[config.mk]
export PLATFORM = sky130hd
export DESIGN_NAME = lift_assist_mode_controller_core
export DESIGN_NICKNAME = d
export VERILOG_FILES = /design/src/design/lamc_pkg.sv /design/src/design/lamc_window.sv /design/src/design/lamc_mode_ctrl.sv /design/src/design/lamc_target.sv /design/src/design/lift_assist_mode_controller_core.sv
export SDC_FILE = /design/constraint.sdc
export NUM_CORES = 2
export LEC_CHECK = 0
export ABC_CLOCK_PERIOD_IN_PS = 36700
export BUFFER_PORTS_ARGS = -buffer_cell sky130_fd_sc_hd__buf_2
export CORE_MARGIN = 2
export CORE_UTILIZATION = 65
export CTS_CLUSTER_DIAMETER = 80
export DETAILED_ROUTE_END_ITERATION = 7
export GPL_ROUTABILITY_DRIVEN = 0
export PLACE_DENSITY = 0.79
export SYNTH_ARGS = -nofsm -noshare
export SYNTH_HDL_FRONTEND = slang
export SYNTH_SLANG_ARGS = --single-unit
export TNS_END_PERCENT = 1
[constraint.sdc]
create_clock -name clk -period 36.7 [get_ports clk]
set_clock_uncertainty 0.15 [all_clocks]
set_input_delay 3.67 -clock clk [delete_from_list [all_inputs] [get_ports clk]]
set_output_delay 3.67 -clock clk [all_outputs]
set_load 0.02 [all_outputs]
[src/design/lamc_pkg.sv]
// shared types and constants for the lift assist mode controller
`default_nettype none

package lamc_pkg;

  // field widths
  localparam int unsigned ROLL_W    = 13;
  localparam int unsigned RATE_W    = 16;
  localparam int unsigned POS_W     = 32;
  localparam int unsigned CNT_W     = 11;
  localparam int unsigned TICKS_W   = 10;
  localparam int unsigned CFG_IDX_W = 3;

  // default depth of the sample windows
  localparam int unsigned AVG_DEPTH_DEF = 3;

  // register indexes on the configuration port
  localparam logic [CFG_IDX_W-1:0] CFG_UPPER_LIMIT = 3'd0;
  localparam logic [CFG_IDX_W-1:0] CFG_LOWER_LIMIT = 3'd1;
  localparam logic [CFG_IDX_W-1:0] CFG_BAND_HIGH   = 3'd2;
  localparam logic [CFG_IDX_W-1:0] CFG_BAND_LOW    = 3'd3;
  localparam logic [CFG_IDX_W-1:0] CFG_STILL_RATE  = 3'd4;
  localparam logic [CFG_IDX_W-1:0] CFG_LOCK_TICKS  = 3'd5;

  // register reset values
  localparam logic signed [ROLL_W-1:0] BAND_HIGH_RST  = 13'sd1200;
  localparam logic signed [ROLL_W-1:0] BAND_LOW_RST   = -13'sd1440;
  localparam logic signed [RATE_W-1:0] STILL_RATE_RST = 16'sd160;
  localparam logic [TICKS_W-1:0]       LOCK_TICKS_RST = 10'd200;

  // ten motor turns of 16384 counts
  localparam logic signed [POS_W:0]    LIFT_OFFSET = 33'sd163840;
  // upright roll in sixteenths of a degree
  localparam logic signed [ROLL_W:0]   STAND_ROLL  = 14'sd1440;
  // follow gain is 4096 / 9 counts per roll step
  localparam int unsigned              LOCK_DIV    = 9;
  localparam logic [CNT_W-1:0]         CNT_MAX     = '1;

  typedef enum logic [1:0] {
    MODE_IDLE,
    MODE_LIFT,
    MODE_LOCK_DETECT,
    MODE_LOCK
  } mode_t;

  typedef enum logic [1:0] {
    PRED_NONE,
    PRED_MISSING,
    PRED_LIFTING,
    PRED_FAST
  } pred_t;

  typedef enum logic [1:0] {
    MOVE_NONE,
    MOVE_RELEASE,
    MOVE_LIFT,
    MOVE_FOLLOW
  } move_t;

  // decision handed from the mode controller to the target stage
  typedef struct packed {
    move_t                     move;
    mode_t                     mode;
    logic                      missing;
    logic signed [ROLL_W-1:0]  avg_roll;
  } job_t;

endpackage

`default_nettype wire

[src/design/lamc_window.sv]
// sample windows for roll and gyro rate with running sums and rounded averages
`default_nettype none

module lamc_window #(
  parameter int unsigned AVG_DEPTH = lamc_pkg::AVG_DEPTH_DEF
) (
  input  wire logic                               clk,
  input  wire logic                               rst_n,
  input  wire logic                               sample_fire,
  input  wire logic signed [lamc_pkg::ROLL_W-1:0] roll_sample,
  input  wire logic signed [lamc_pkg::RATE_W-1:0] rate_sample,
  output logic signed [lamc_pkg::ROLL_W-1:0]      avg_roll,
  output logic signed [lamc_pkg::RATE_W-1:0]      avg_rate
);
  import lamc_pkg::*;

  localparam int unsigned RSUM_W = ROLL_W + $clog2(AVG_DEPTH);
  localparam int unsigned GSUM_W = RATE_W + $clog2(AVG_DEPTH);
  localparam int unsigned RQ_W   = RSUM_W + 1;
  localparam int unsigned GQ_W   = GSUM_W + 1;
  localparam int unsigned RSH    = RQ_W + $clog2(AVG_DEPTH);
  localparam int unsigned GSH    = GQ_W + $clog2(AVG_DEPTH);
  localparam logic [RSUM_W:0] RHALF = (RSUM_W+1)'(AVG_DEPTH / 2);
  localparam logic [GSUM_W:0] GHALF = (GSUM_W+1)'(AVG_DEPTH / 2);
  // reciprocals of the depth, exact over the whole rounded magnitude range
  localparam logic [RSH-1:0] RMUL =
    RSH'(((64'd1 << RSH) + 64'(AVG_DEPTH) - 64'd1) / 64'(AVG_DEPTH));
  localparam logic [GSH-1:0] GMUL =
    GSH'(((64'd1 << GSH) + 64'(AVG_DEPTH) - 64'd1) / 64'(AVG_DEPTH));

  logic signed [ROLL_W-1:0] roll_win_r [AVG_DEPTH];
  logic signed [RATE_W-1:0] rate_win_r [AVG_DEPTH];
  logic signed [RSUM_W-1:0] roll_sum_r, roll_sum_nxt;
  logic signed [GSUM_W-1:0] rate_sum_r, rate_sum_nxt;

  logic                   roll_neg, rate_neg;
  logic [RSUM_W-1:0]      roll_mag;
  logic [GSUM_W-1:0]      rate_mag;
  logic [RSUM_W:0]        roll_rnd;
  logic [GSUM_W:0]        rate_rnd;
  logic [RQ_W+RSH-1:0]    roll_prod;
  logic [GQ_W+GSH-1:0]    rate_prod;
  logic [RSUM_W:0]        roll_quo;
  logic [GSUM_W:0]        rate_quo;

  // running sums drop the oldest entry and add the new one
  assign roll_sum_nxt = roll_sum_r - RSUM_W'(roll_win_r[0]) + RSUM_W'(roll_sample);
  assign rate_sum_nxt = rate_sum_r - GSUM_W'(rate_win_r[0]) + GSUM_W'(rate_sample);

  // window shift on each sample transfer
  always_ff @(posedge clk) begin
    if (!rst_n) begin
      for (int i = 0; i < AVG_DEPTH; i++) begin
        roll_win_r[i] <= '0;
        rate_win_r[i] <= '0;
      end
      roll_sum_r <= '0;
      rate_sum_r <= '0;
    end else if (sample_fire) begin
      for (int i = 0; i < AVG_DEPTH - 1; i++) begin
        roll_win_r[i] <= roll_win_r[i+1];
        rate_win_r[i] <= rate_win_r[i+1];
      end
      roll_win_r[AVG_DEPTH-1] <= roll_sample;
      rate_win_r[AVG_DEPTH-1] <= rate_sample;
      roll_sum_r <= roll_sum_nxt;
      rate_sum_r <= rate_sum_nxt;
    end
  end

  // round half away from zero on the magnitude, divide by reciprocal multiply
  always_comb begin
    roll_neg  = roll_sum_r[RSUM_W-1];
    rate_neg  = rate_sum_r[GSUM_W-1];
    roll_mag  = roll_neg ? RSUM_W'(-roll_sum_r) : RSUM_W'(roll_sum_r);
    rate_mag  = rate_neg ? GSUM_W'(-rate_sum_r) : GSUM_W'(rate_sum_r);
    roll_rnd  = {1'b0, roll_mag} + RHALF;
    rate_rnd  = {1'b0, rate_mag} + GHALF;
    roll_prod = (RQ_W+RSH)'(roll_rnd) * (RQ_W+RSH)'(RMUL);
    rate_prod = (GQ_W+GSH)'(rate_rnd) * (GQ_W+GSH)'(GMUL);
    roll_quo  = roll_prod[RQ_W+RSH-1:RSH];
    rate_quo  = rate_prod[GQ_W+GSH-1:GSH];
    avg_roll  = roll_neg ? -roll_quo[ROLL_W-1:0] : roll_quo[ROLL_W-1:0];
    avg_rate  = rate_neg ? -rate_quo[RATE_W-1:0] : rate_quo[RATE_W-1:0];
  end

endmodule

`default_nettype wire

[src/design/lamc_mode_ctrl.sv]
// assist mode state machine and lock detect still counter
`default_nettype none

module lamc_mode_ctrl (
  input  wire logic                               clk,
  input  wire logic                               rst_n,
  input  wire logic                               tick_fire,
  input  wire logic [1:0]                         prediction,
  input  wire logic signed [lamc_pkg::ROLL_W-1:0] avg_roll,
  input  wire logic signed [lamc_pkg::RATE_W-1:0] avg_rate,
  input  wire logic signed [lamc_pkg::ROLL_W-1:0] band_high,
  input  wire logic signed [lamc_pkg::ROLL_W-1:0] band_low,
  input  wire logic signed [lamc_pkg::RATE_W-1:0] still_rate,
  input  wire logic [lamc_pkg::TICKS_W-1:0]       lock_ticks,
  output lamc_pkg::job_t                          job
);
  import lamc_pkg::*;

  mode_t            mode_r, mode_nxt;
  logic [CNT_W-1:0] cnt_r, cnt_nxt;
  logic             in_band;
  logic             still;
  pred_t            pred;
  move_t            move;
  logic             missing;

  assign pred    = pred_t'(prediction);
  assign in_band = (avg_roll < band_high) && (avg_roll > band_low);
  assign still   = avg_rate < still_rate;

  // next mode and counter
  always_comb begin
    mode_nxt = mode_r;
    cnt_nxt  = cnt_r;
    case (mode_r)
      MODE_IDLE: begin
        if (pred == PRED_LIFTING) begin
          mode_nxt = MODE_LIFT;
        end else if (pred == PRED_FAST) begin
          mode_nxt = MODE_LOCK_DETECT;
        end
      end
      MODE_LIFT: begin
        if (in_band) begin
          mode_nxt = MODE_LOCK_DETECT;
        end else begin
          mode_nxt = MODE_IDLE;
          cnt_nxt  = '0;
        end
      end
      MODE_LOCK_DETECT: begin
        if (!in_band) begin
          mode_nxt = MODE_IDLE;
          cnt_nxt  = '0;
        end else begin
          if (!still) begin
            cnt_nxt = '0;
          end else if (cnt_r != CNT_MAX) begin
            cnt_nxt = cnt_r + 1'b1;
          end
          if (cnt_nxt > CNT_W'(lock_ticks)) begin
            mode_nxt = MODE_LOCK;
          end
        end
      end
      MODE_LOCK: begin
        if (!in_band) begin
          mode_nxt = MODE_IDLE;
          cnt_nxt  = '0;
        end
      end
      default: begin
        mode_nxt = MODE_IDLE;
        cnt_nxt  = '0;
      end
    endcase
  end

  // move kind and flags for this tick
  always_comb begin
    move    = MOVE_NONE;
    missing = 1'b0;
    case (mode_r)
      MODE_IDLE: begin
        missing = (pred == PRED_MISSING);
      end
      MODE_LIFT: begin
        move = in_band ? MOVE_LIFT : MOVE_RELEASE;
      end
      MODE_LOCK_DETECT: begin
        move = in_band ? MOVE_NONE : MOVE_RELEASE;
      end
      MODE_LOCK: begin
        move = in_band ? MOVE_FOLLOW : MOVE_RELEASE;
      end
      default: begin
        move = MOVE_NONE;
      end
    endcase
  end

  always_comb begin
    job.move     = move;
    job.mode     = mode_nxt;
    job.missing  = missing;
    job.avg_roll = avg_roll;
  end

  // state advances on each tick transfer
  always_ff @(posedge clk) begin
    if (!rst_n) begin
      mode_r <= MODE_IDLE;
      cnt_r  <= '0;
    end else if (tick_fire) begin
      mode_r <= mode_nxt;
      cnt_r  <= cnt_nxt;
    end
  end

endmodule

`default_nettype wire

[src/design/lamc_target.sv]
// job register, motor target arithmetic and result register
`default_nettype none

module lamc_target (
  input  wire logic                              clk,
  input  wire logic                              rst_n,
  input  wire logic                              job_valid,
  input  wire lamc_pkg::job_t                    job,
  output logic                                   job_ready,
  input  wire logic signed [lamc_pkg::POS_W-1:0] upper_limit,
  input  wire logic signed [lamc_pkg::POS_W-1:0] lower_limit,
  output logic                                   out_valid,
  input  wire logic                              out_ready,
  output logic                                   out_move_valid,
  output logic signed [lamc_pkg::POS_W-1:0]      out_move_target,
  output logic [1:0]                             out_mode,
  output logic                                   out_model_missing
);
  import lamc_pkg::*;

  localparam int unsigned SCL_W   = ROLL_W + 1 + 12;
  localparam int unsigned LOCK_SH = SCL_W + 1 + $clog2(LOCK_DIV);
  localparam logic [SCL_W:0] LOCK_HALF = (SCL_W+1)'(LOCK_DIV / 2);
  // reciprocal of the follow divisor, exact over the scaled roll range
  localparam logic [LOCK_SH-1:0] LOCK_MUL =
    LOCK_SH'(((64'd1 << LOCK_SH) + 64'(LOCK_DIV) - 64'd1) / 64'(LOCK_DIV));
  localparam logic signed [POS_W:0] POS_MIN = {2'b11, {(POS_W-1){1'b0}}};

  job_t                     job_r;
  logic                     job_valid_r;
  logic                     advance;

  logic                     out_valid_r;
  logic                     move_valid_r;
  logic signed [POS_W-1:0]  target_r;
  logic [1:0]               mode_r;
  logic                     missing_r;

  logic signed [ROLL_W:0]   diff;
  logic [ROLL_W:0]          diff_mag;
  logic [SCL_W:0]           scaled;
  logic [SCL_W+LOCK_SH:0]   lock_prod;
  logic [SCL_W:0]           quo;
  logic signed [POS_W:0]    offset;
  logic signed [POS_W:0]    upper_ext;
  logic signed [POS_W:0]    lower_ext;
  logic signed [POS_W:0]    follow;
  logic signed [POS_W:0]    lift;
  logic signed [POS_W-1:0]  follow_clamp;
  logic signed [POS_W-1:0]  lift_sat;
  logic signed [POS_W-1:0]  target;

  // stage hand-off
  assign advance   = !out_valid_r || out_ready;
  assign job_ready = !job_valid_r || advance;

  always_ff @(posedge clk) begin
    if (!rst_n) begin
      job_valid_r <= 1'b0;
    end else if (job_ready) begin
      job_valid_r <= job_valid;
    end
  end

  always_ff @(posedge clk) begin
    if (job_ready && job_valid) begin
      job_r <= job;
    end
  end

  // follow target: upper - round((1440 - roll) * 4096 / 9), clamped to the limits
  always_comb begin
    upper_ext = (POS_W+1)'(upper_limit);
    lower_ext = (POS_W+1)'(lower_limit);
    diff      = STAND_ROLL - (ROLL_W+1)'(job_r.avg_roll);
    diff_mag  = diff[ROLL_W] ? (ROLL_W+1)'(-diff) : (ROLL_W+1)'(diff);
    scaled    = {1'b0, diff_mag, 12'b0} + LOCK_HALF;
    lock_prod = (SCL_W+LOCK_SH+1)'(scaled) * (SCL_W+LOCK_SH+1)'(LOCK_MUL);
    quo       = lock_prod[SCL_W+LOCK_SH:LOCK_SH];
    offset    = diff[ROLL_W] ? -(POS_W+1)'(quo) : (POS_W+1)'(quo);
    follow    = upper_ext - offset;
    if (follow > upper_ext) begin
      follow_clamp = upper_limit;
    end else if (follow < lower_ext) begin
      follow_clamp = lower_limit;
    end else begin
      follow_clamp = follow[POS_W-1:0];
    end
  end

  // lift target with saturation at the bottom of the range
  always_comb begin
    lift     = upper_ext - LIFT_OFFSET;
    lift_sat = (lift < POS_MIN) ? POS_MIN[POS_W-1:0] : lift[POS_W-1:0];
  end

  always_comb begin
    case (job_r.move)
      MOVE_RELEASE: target = lower_limit;
      MOVE_LIFT:    target = lift_sat;
      MOVE_FOLLOW:  target = follow_clamp;
      default:      target = '0;
    endcase
  end

  // result register
  always_ff @(posedge clk) begin
    if (!rst_n) begin
      out_valid_r <= 1'b0;
    end else if (advance) begin
      out_valid_r <= job_valid_r;
    end
  end

  always_ff @(posedge clk) begin
    if (advance && job_valid_r) begin
      move_valid_r <= (job_r.move != MOVE_NONE);
      target_r     <= target;
      mode_r       <= job_r.mode;
      missing_r    <= job_r.missing;
    end
  end

  assign out_valid         = out_valid_r;
  assign out_move_valid    = move_valid_r;
  assign out_move_target   = target_r;
  assign out_mode          = mode_r;
  assign out_model_missing = missing_r;

endmodule

`default_nettype wire

[src/design/lift_assist_mode_controller_core.sv]
// Lift assist mode controller: sample items (action 0) shift roll and gyro-x readings into
// AVG_DEPTH-deep windows whose averages are rounded to nearest; tick items (action 1) step
// the idle / lift / lock-detect / lock mode machine and give one result each, carrying an
// optional motor target (follow targets are clamped to the position limits). Samples give
// no result. One item is taken every cycle unless out_ready stalls the output; a tick's
// result passes the job register after the mode machine, then the result register after
// the target arithmetic. Configuration registers are written through cfg_we / cfg_index /
// cfg_wdata, by the user only while the block is idle; the block does not enforce it.
`default_nettype none

module lift_assist_mode_controller_core #(
  parameter int unsigned AVG_DEPTH = lamc_pkg::AVG_DEPTH_DEF
) (
  input  wire logic                               clk,
  input  wire logic                               rst_n,
  input  wire logic                               cfg_we,
  input  wire logic [lamc_pkg::CFG_IDX_W-1:0]     cfg_index,
  input  wire logic [lamc_pkg::POS_W-1:0]         cfg_wdata,
  input  wire logic                               in_valid,
  output logic                                    in_ready,
  input  wire logic                               in_action,
  input  wire logic signed [lamc_pkg::ROLL_W-1:0] in_roll_sample,
  input  wire logic signed [lamc_pkg::RATE_W-1:0] in_rate_sample,
  input  wire logic [1:0]                         in_prediction,
  output logic                                    out_valid,
  input  wire logic                               out_ready,
  output logic                                    out_move_valid,
  output logic signed [lamc_pkg::POS_W-1:0]       out_move_target,
  output logic [1:0]                              out_mode,
  output logic                                    out_model_missing
);
  import lamc_pkg::*;

  logic signed [POS_W-1:0]  upper_limit_r;
  logic signed [POS_W-1:0]  lower_limit_r;
  logic signed [ROLL_W-1:0] band_high_r;
  logic signed [ROLL_W-1:0] band_low_r;
  logic signed [RATE_W-1:0] still_rate_r;
  logic [TICKS_W-1:0]       lock_ticks_r;

  logic                     in_fire;
  logic                     sample_fire;
  logic                     tick_fire;
  logic signed [ROLL_W-1:0] avg_roll;
  logic signed [RATE_W-1:0] avg_rate;
  job_t                     job;
  logic                     job_ready;

  // configuration registers
  always_ff @(posedge clk) begin
    if (!rst_n) begin
      upper_limit_r <= '0;
      lower_limit_r <= '0;
      band_high_r   <= BAND_HIGH_RST;
      band_low_r    <= BAND_LOW_RST;
      still_rate_r  <= STILL_RATE_RST;
      lock_ticks_r  <= LOCK_TICKS_RST;
    end else if (cfg_we) begin
      case (cfg_index)
        CFG_UPPER_LIMIT: upper_limit_r <= cfg_wdata;
        CFG_LOWER_LIMIT: lower_limit_r <= cfg_wdata;
        CFG_BAND_HIGH:   band_high_r   <= cfg_wdata[ROLL_W-1:0];
        CFG_BAND_LOW:    band_low_r    <= cfg_wdata[ROLL_W-1:0];
        CFG_STILL_RATE:  still_rate_r  <= cfg_wdata[RATE_W-1:0];
        CFG_LOCK_TICKS:  lock_ticks_r  <= cfg_wdata[TICKS_W-1:0];
        default: ;
      endcase
    end
  end

  // input transfer split by item kind
  assign in_ready    = job_ready;
  assign in_fire     = in_valid && in_ready;
  assign sample_fire = in_fire && !in_action;
  assign tick_fire   = in_fire && in_action;

  lamc_window #(
    .AVG_DEPTH (AVG_DEPTH)
  ) u_window (
    .clk         (clk),
    .rst_n       (rst_n),
    .sample_fire (sample_fire),
    .roll_sample (in_roll_sample),
    .rate_sample (in_rate_sample),
    .avg_roll    (avg_roll),
    .avg_rate    (avg_rate)
  );

  lamc_mode_ctrl u_mode_ctrl (
    .clk        (clk),
    .rst_n      (rst_n),
    .tick_fire  (tick_fire),
    .prediction (in_prediction),
    .avg_roll   (avg_roll),
    .avg_rate   (avg_rate),
    .band_high  (band_high_r),
    .band_low   (band_low_r),
    .still_rate (still_rate_r),
    .lock_ticks (lock_ticks_r),
    .job        (job)
  );

  lamc_target u_target (
    .clk               (clk),
    .rst_n             (rst_n),
    .job_valid         (tick_fire),
    .job               (job),
    .job_ready         (job_ready),
    .upper_limit       (upper_limit_r),
    .lower_limit       (lower_limit_r),
    .out_valid         (out_valid),
    .out_ready         (out_ready),
    .out_move_valid    (out_move_valid),
    .out_move_target   (out_move_target),
    .out_mode          (out_mode),
    .out_model_missing (out_model_missing)
  );

endmodule

`default_nettype wire
==> results by group <==
Outcome
  – Outcome: finished clean

Setup path
  – Delay of the slowest critical-path stage: 0.55 ns
  – Critical Path Sink Type: flop
  – Slowest stage cell, crit path: fa_1
  – WP data arrival: 16.22 ns
  – WS Path Type: flop to flop
  – Crit-path max FO: 21
  – Critical Path RT: 36.83 ns
  – Critical path launch point type: flop

Drt
  – Pre-antenna DRT Iters: 5
  – DRC viols: 0
  – 1st-iter DRT viols: 1958
  – DRT Wirelength: 87.5 mm
  – Via count: 28900
  – Vias/cell: 5.84
  – Drt wl/cell: 17.7 µm
  – Routed Antenna Nets: 0

Logic synthesis
  – Post-synthesis sequential area ratio: 0.206
  – Synth Area in Compound Gates: 0.148
  – Synthesized cell area: 36600 µm²
  – Yosys reg bits: 305
  – Area contributors post-synth: ha_1, fa_1, edfxtp_1
  – Synth unique cells: 93
  – Share of the synthesized area in the top cell type: 0.204
  – Area share of xor/xnor cells in the synthesized design: 0.0563
  – Primary FF master, synth: dfxtp_1
  – Gate count of the mapped netlist: 4098
  – Count of warnings emitted by yosys: 0
  – Most frequent cell after synthesis: inv_1
  – Post-Synth Adder-Cell Area: 0.365
  – EDFF count, synth: 141
  – Yosys top cell by area: ha_1
  – Avg Inst Size Synth: 8.92 µm²
  – Post-synth top cells: inv_1, ha_1, nand2_1
  – Mux contribution to synthesized area: 0.00766
  – Post-Synth Simple-Gate Area: 0.133
  – Combinational family with the most area after synthesis: adder cells
  – Ys async rst share: 0

Min path
  – Min-delay worst type: flop to flop

STA
  – Min cycle time layout: 16.09 ns
  – Total negative setup slack: 0 ns
  – Setup violations, final: 0
  – Slew Limit Fails: 0
  – Fmax: 0.0621 GHz
  – Fin crit share: 0.439
  – Worst slew pin tran: 1.07 ns
  – Slew headroom: 0.285
  – Final Hold Viols: 0
  – RSZ-0062 raised after global routing: false

Die
  – I/O Pins: 110
  – Core area: 55400 µm²
  – Die area: 58200 µm²
  – Chip Width: 241 µm
  – DIE HEIGHT: 241 µm
  – Standard-cell rows: 86
  – Initial core utilization: 0.660

Global routing
  – Largest net degree at the start of global routing: 83
  – Initial antenna violation count: 5
  – GRT overflow: 0
  – First-pass GRT wire length: 144 mm
  – Gr usage total: 0.309
  – Number of global-route vias before repair: 28700

Job
  – Max-cap viol count: 0

Clock network
  – Number of gates resized after cts: 0
  – CTS tree: yes
  – Setup bufs post-CTS: 0
  – CTS sink cnt: 305
  – Max H-tree Level: 2
  – Clock Latency Late Sink: 0.56 ns
  – Clk pin slew, worst setup/hold paths: 0.06 ns
  – Clk buf depth: 3
  – Root Buffer: clkbuf_16
  – Hold-fix buffers at CTS: 0
  – CTS Buf Count: 36

Cells and area
  – Layout Utilization: 0.705
  – Multi-input logic area: 26000 µm²
  – Net count, final: 5128
  – Filler Cell Count: 4313
  – Layout cells sized above 1: 0.0579
  – Register Area: 7520 µm²
  – Layout area overhead: 6.79%

Placed design
  – Buffers on Ports: 109
  – Hpwl dp: 70.0 mm
sequential cells by signal, indices dropped and copies added (netlist names):
name,count
u_window.rate_win_r,48
u_window.roll_win_r,39
lower_limit_r,32
u_target.out_move_target,32
upper_limit_r,32
u_target.job_r,18
u_window.rate_sum_r,18
still_rate_r,16
u_window.roll_sum_r,15
band_high_r,13
band_low_r,13
u_mode_ctrl.cnt_r,11
lock_ticks_r,10
u_mode_ctrl.mode_r,2
u_target.out_mode,2
u_target.job_valid_r,1
u_target.out_model_missing,1
u_target.out_move_valid,1
u_target.out_valid,1
cell usage in the layout, fill, tap and decap left out, types with 41 or more instances in the layout:
cell type / n
inv_1: 718
ha_1: 596
nand2_1: 398
fa_1: 293
nor2_1: 193
xnor2_1: 168
dfxtp_1: 164
o21ai_0: 158
a21oi_1: 147
edfxtp_1: 141
a21boi_0: 123
buf_2: 108
and3_1: 83
a21o_1: 80
xor2_1: 67
nand3_1: 48
nor3_1: 44
nand4_1: 41
final cells by class:
cell class | instances | area share
Clock inverter | 21 | 0.00548
Timing Repair Buffer | 127 | 0.0175
Tap cell | 748 | 0.0240
Multi-Input combinational cell | 2979 | 0.666
Sequential cell | 305 | 0.192
Inverter | 718 | 0.0690
Clock buffer | 45 | 0.0250
Antenna cell | 5 | 0.000320
final timing paths:
kind	startpoint	cells after the start	endpoint	slack, ns
worst max-delay path	u_target.job_r[0]$_DFFE_PP_	56	u_target.out_move_target[16]$_DFFE_PP_	20.61
worst min-delay path	u_target.job_r[13]$_SDFFCE_PP0P_	0	u_target.out_model_missing$_DFFE_PP_	0.29
worst max register to register	u_target.job_r[0]$_DFFE_PP_	56	u_target.out_move_target[16]$_DFFE_PP_	20.61
worst min register to register	u_target.job_r[13]$_SDFFCE_PP0P_	0	u_target.out_model_missing$_DFFE_PP_	0.29
stage by stage:
| stage | cells | hold WS (ns) | worst slack, ns | instance area, µm² |
|---|---|---|---|---|
| floorplan | 4109 | 0.250 | 22.26 | 36600 |
| global placement | 4877 | 0.255 | 21.11 | 37900 |
| detailed placement | 4877 | 0.256 | 20.74 | 37900 |
| CTS | 4943 | 0.291 | 20.72 | 39000 |
| global route | 4948 | 0.291 | 19.76 | 39100 |
| finish | 4948 | 0.290 | 20.61 | 39100 |
critical path, delay by kind of cell (launching register included):
| kind | cells | cell delay [ns] |
|---|---|---|
| compound gates | 24 | 5.30 |
| xor+xnor | 3 | 1.04 |
| fa+ha+maj | 10 | 4.52 |
| buf+inv | 5 | 0.61 |
| flops | 1 | 0.50 |
| mux | 1 | 0.37 |
| simple gates | 13 | 3.31 |
routing by layer:
metal / global-route usage / routed length [µm]
met1: 0.400 / 37300
met2: 0.533 / 42000
met3: 0.0328 / 4800
met4: 0.118 / 3390
met5: 0 / 0
cells by family (layout without fill, tap and decap cells):
family	count (synthesis)	in the layout
flip-flops	305	305
other	2	18
buffers and inverters	825	911
AND/OR/NAND/NOR	1014	1014
AO/OA/AOI/OAI	801	801
multiplexers	26	26
XOR/XNOR	235	235
adder cells (fa/ha/maj)	890	890
Power is left out: the tool's default activity adds up to more than one toggle a clock period on the data nets, which glitch-free logic cannot reach.
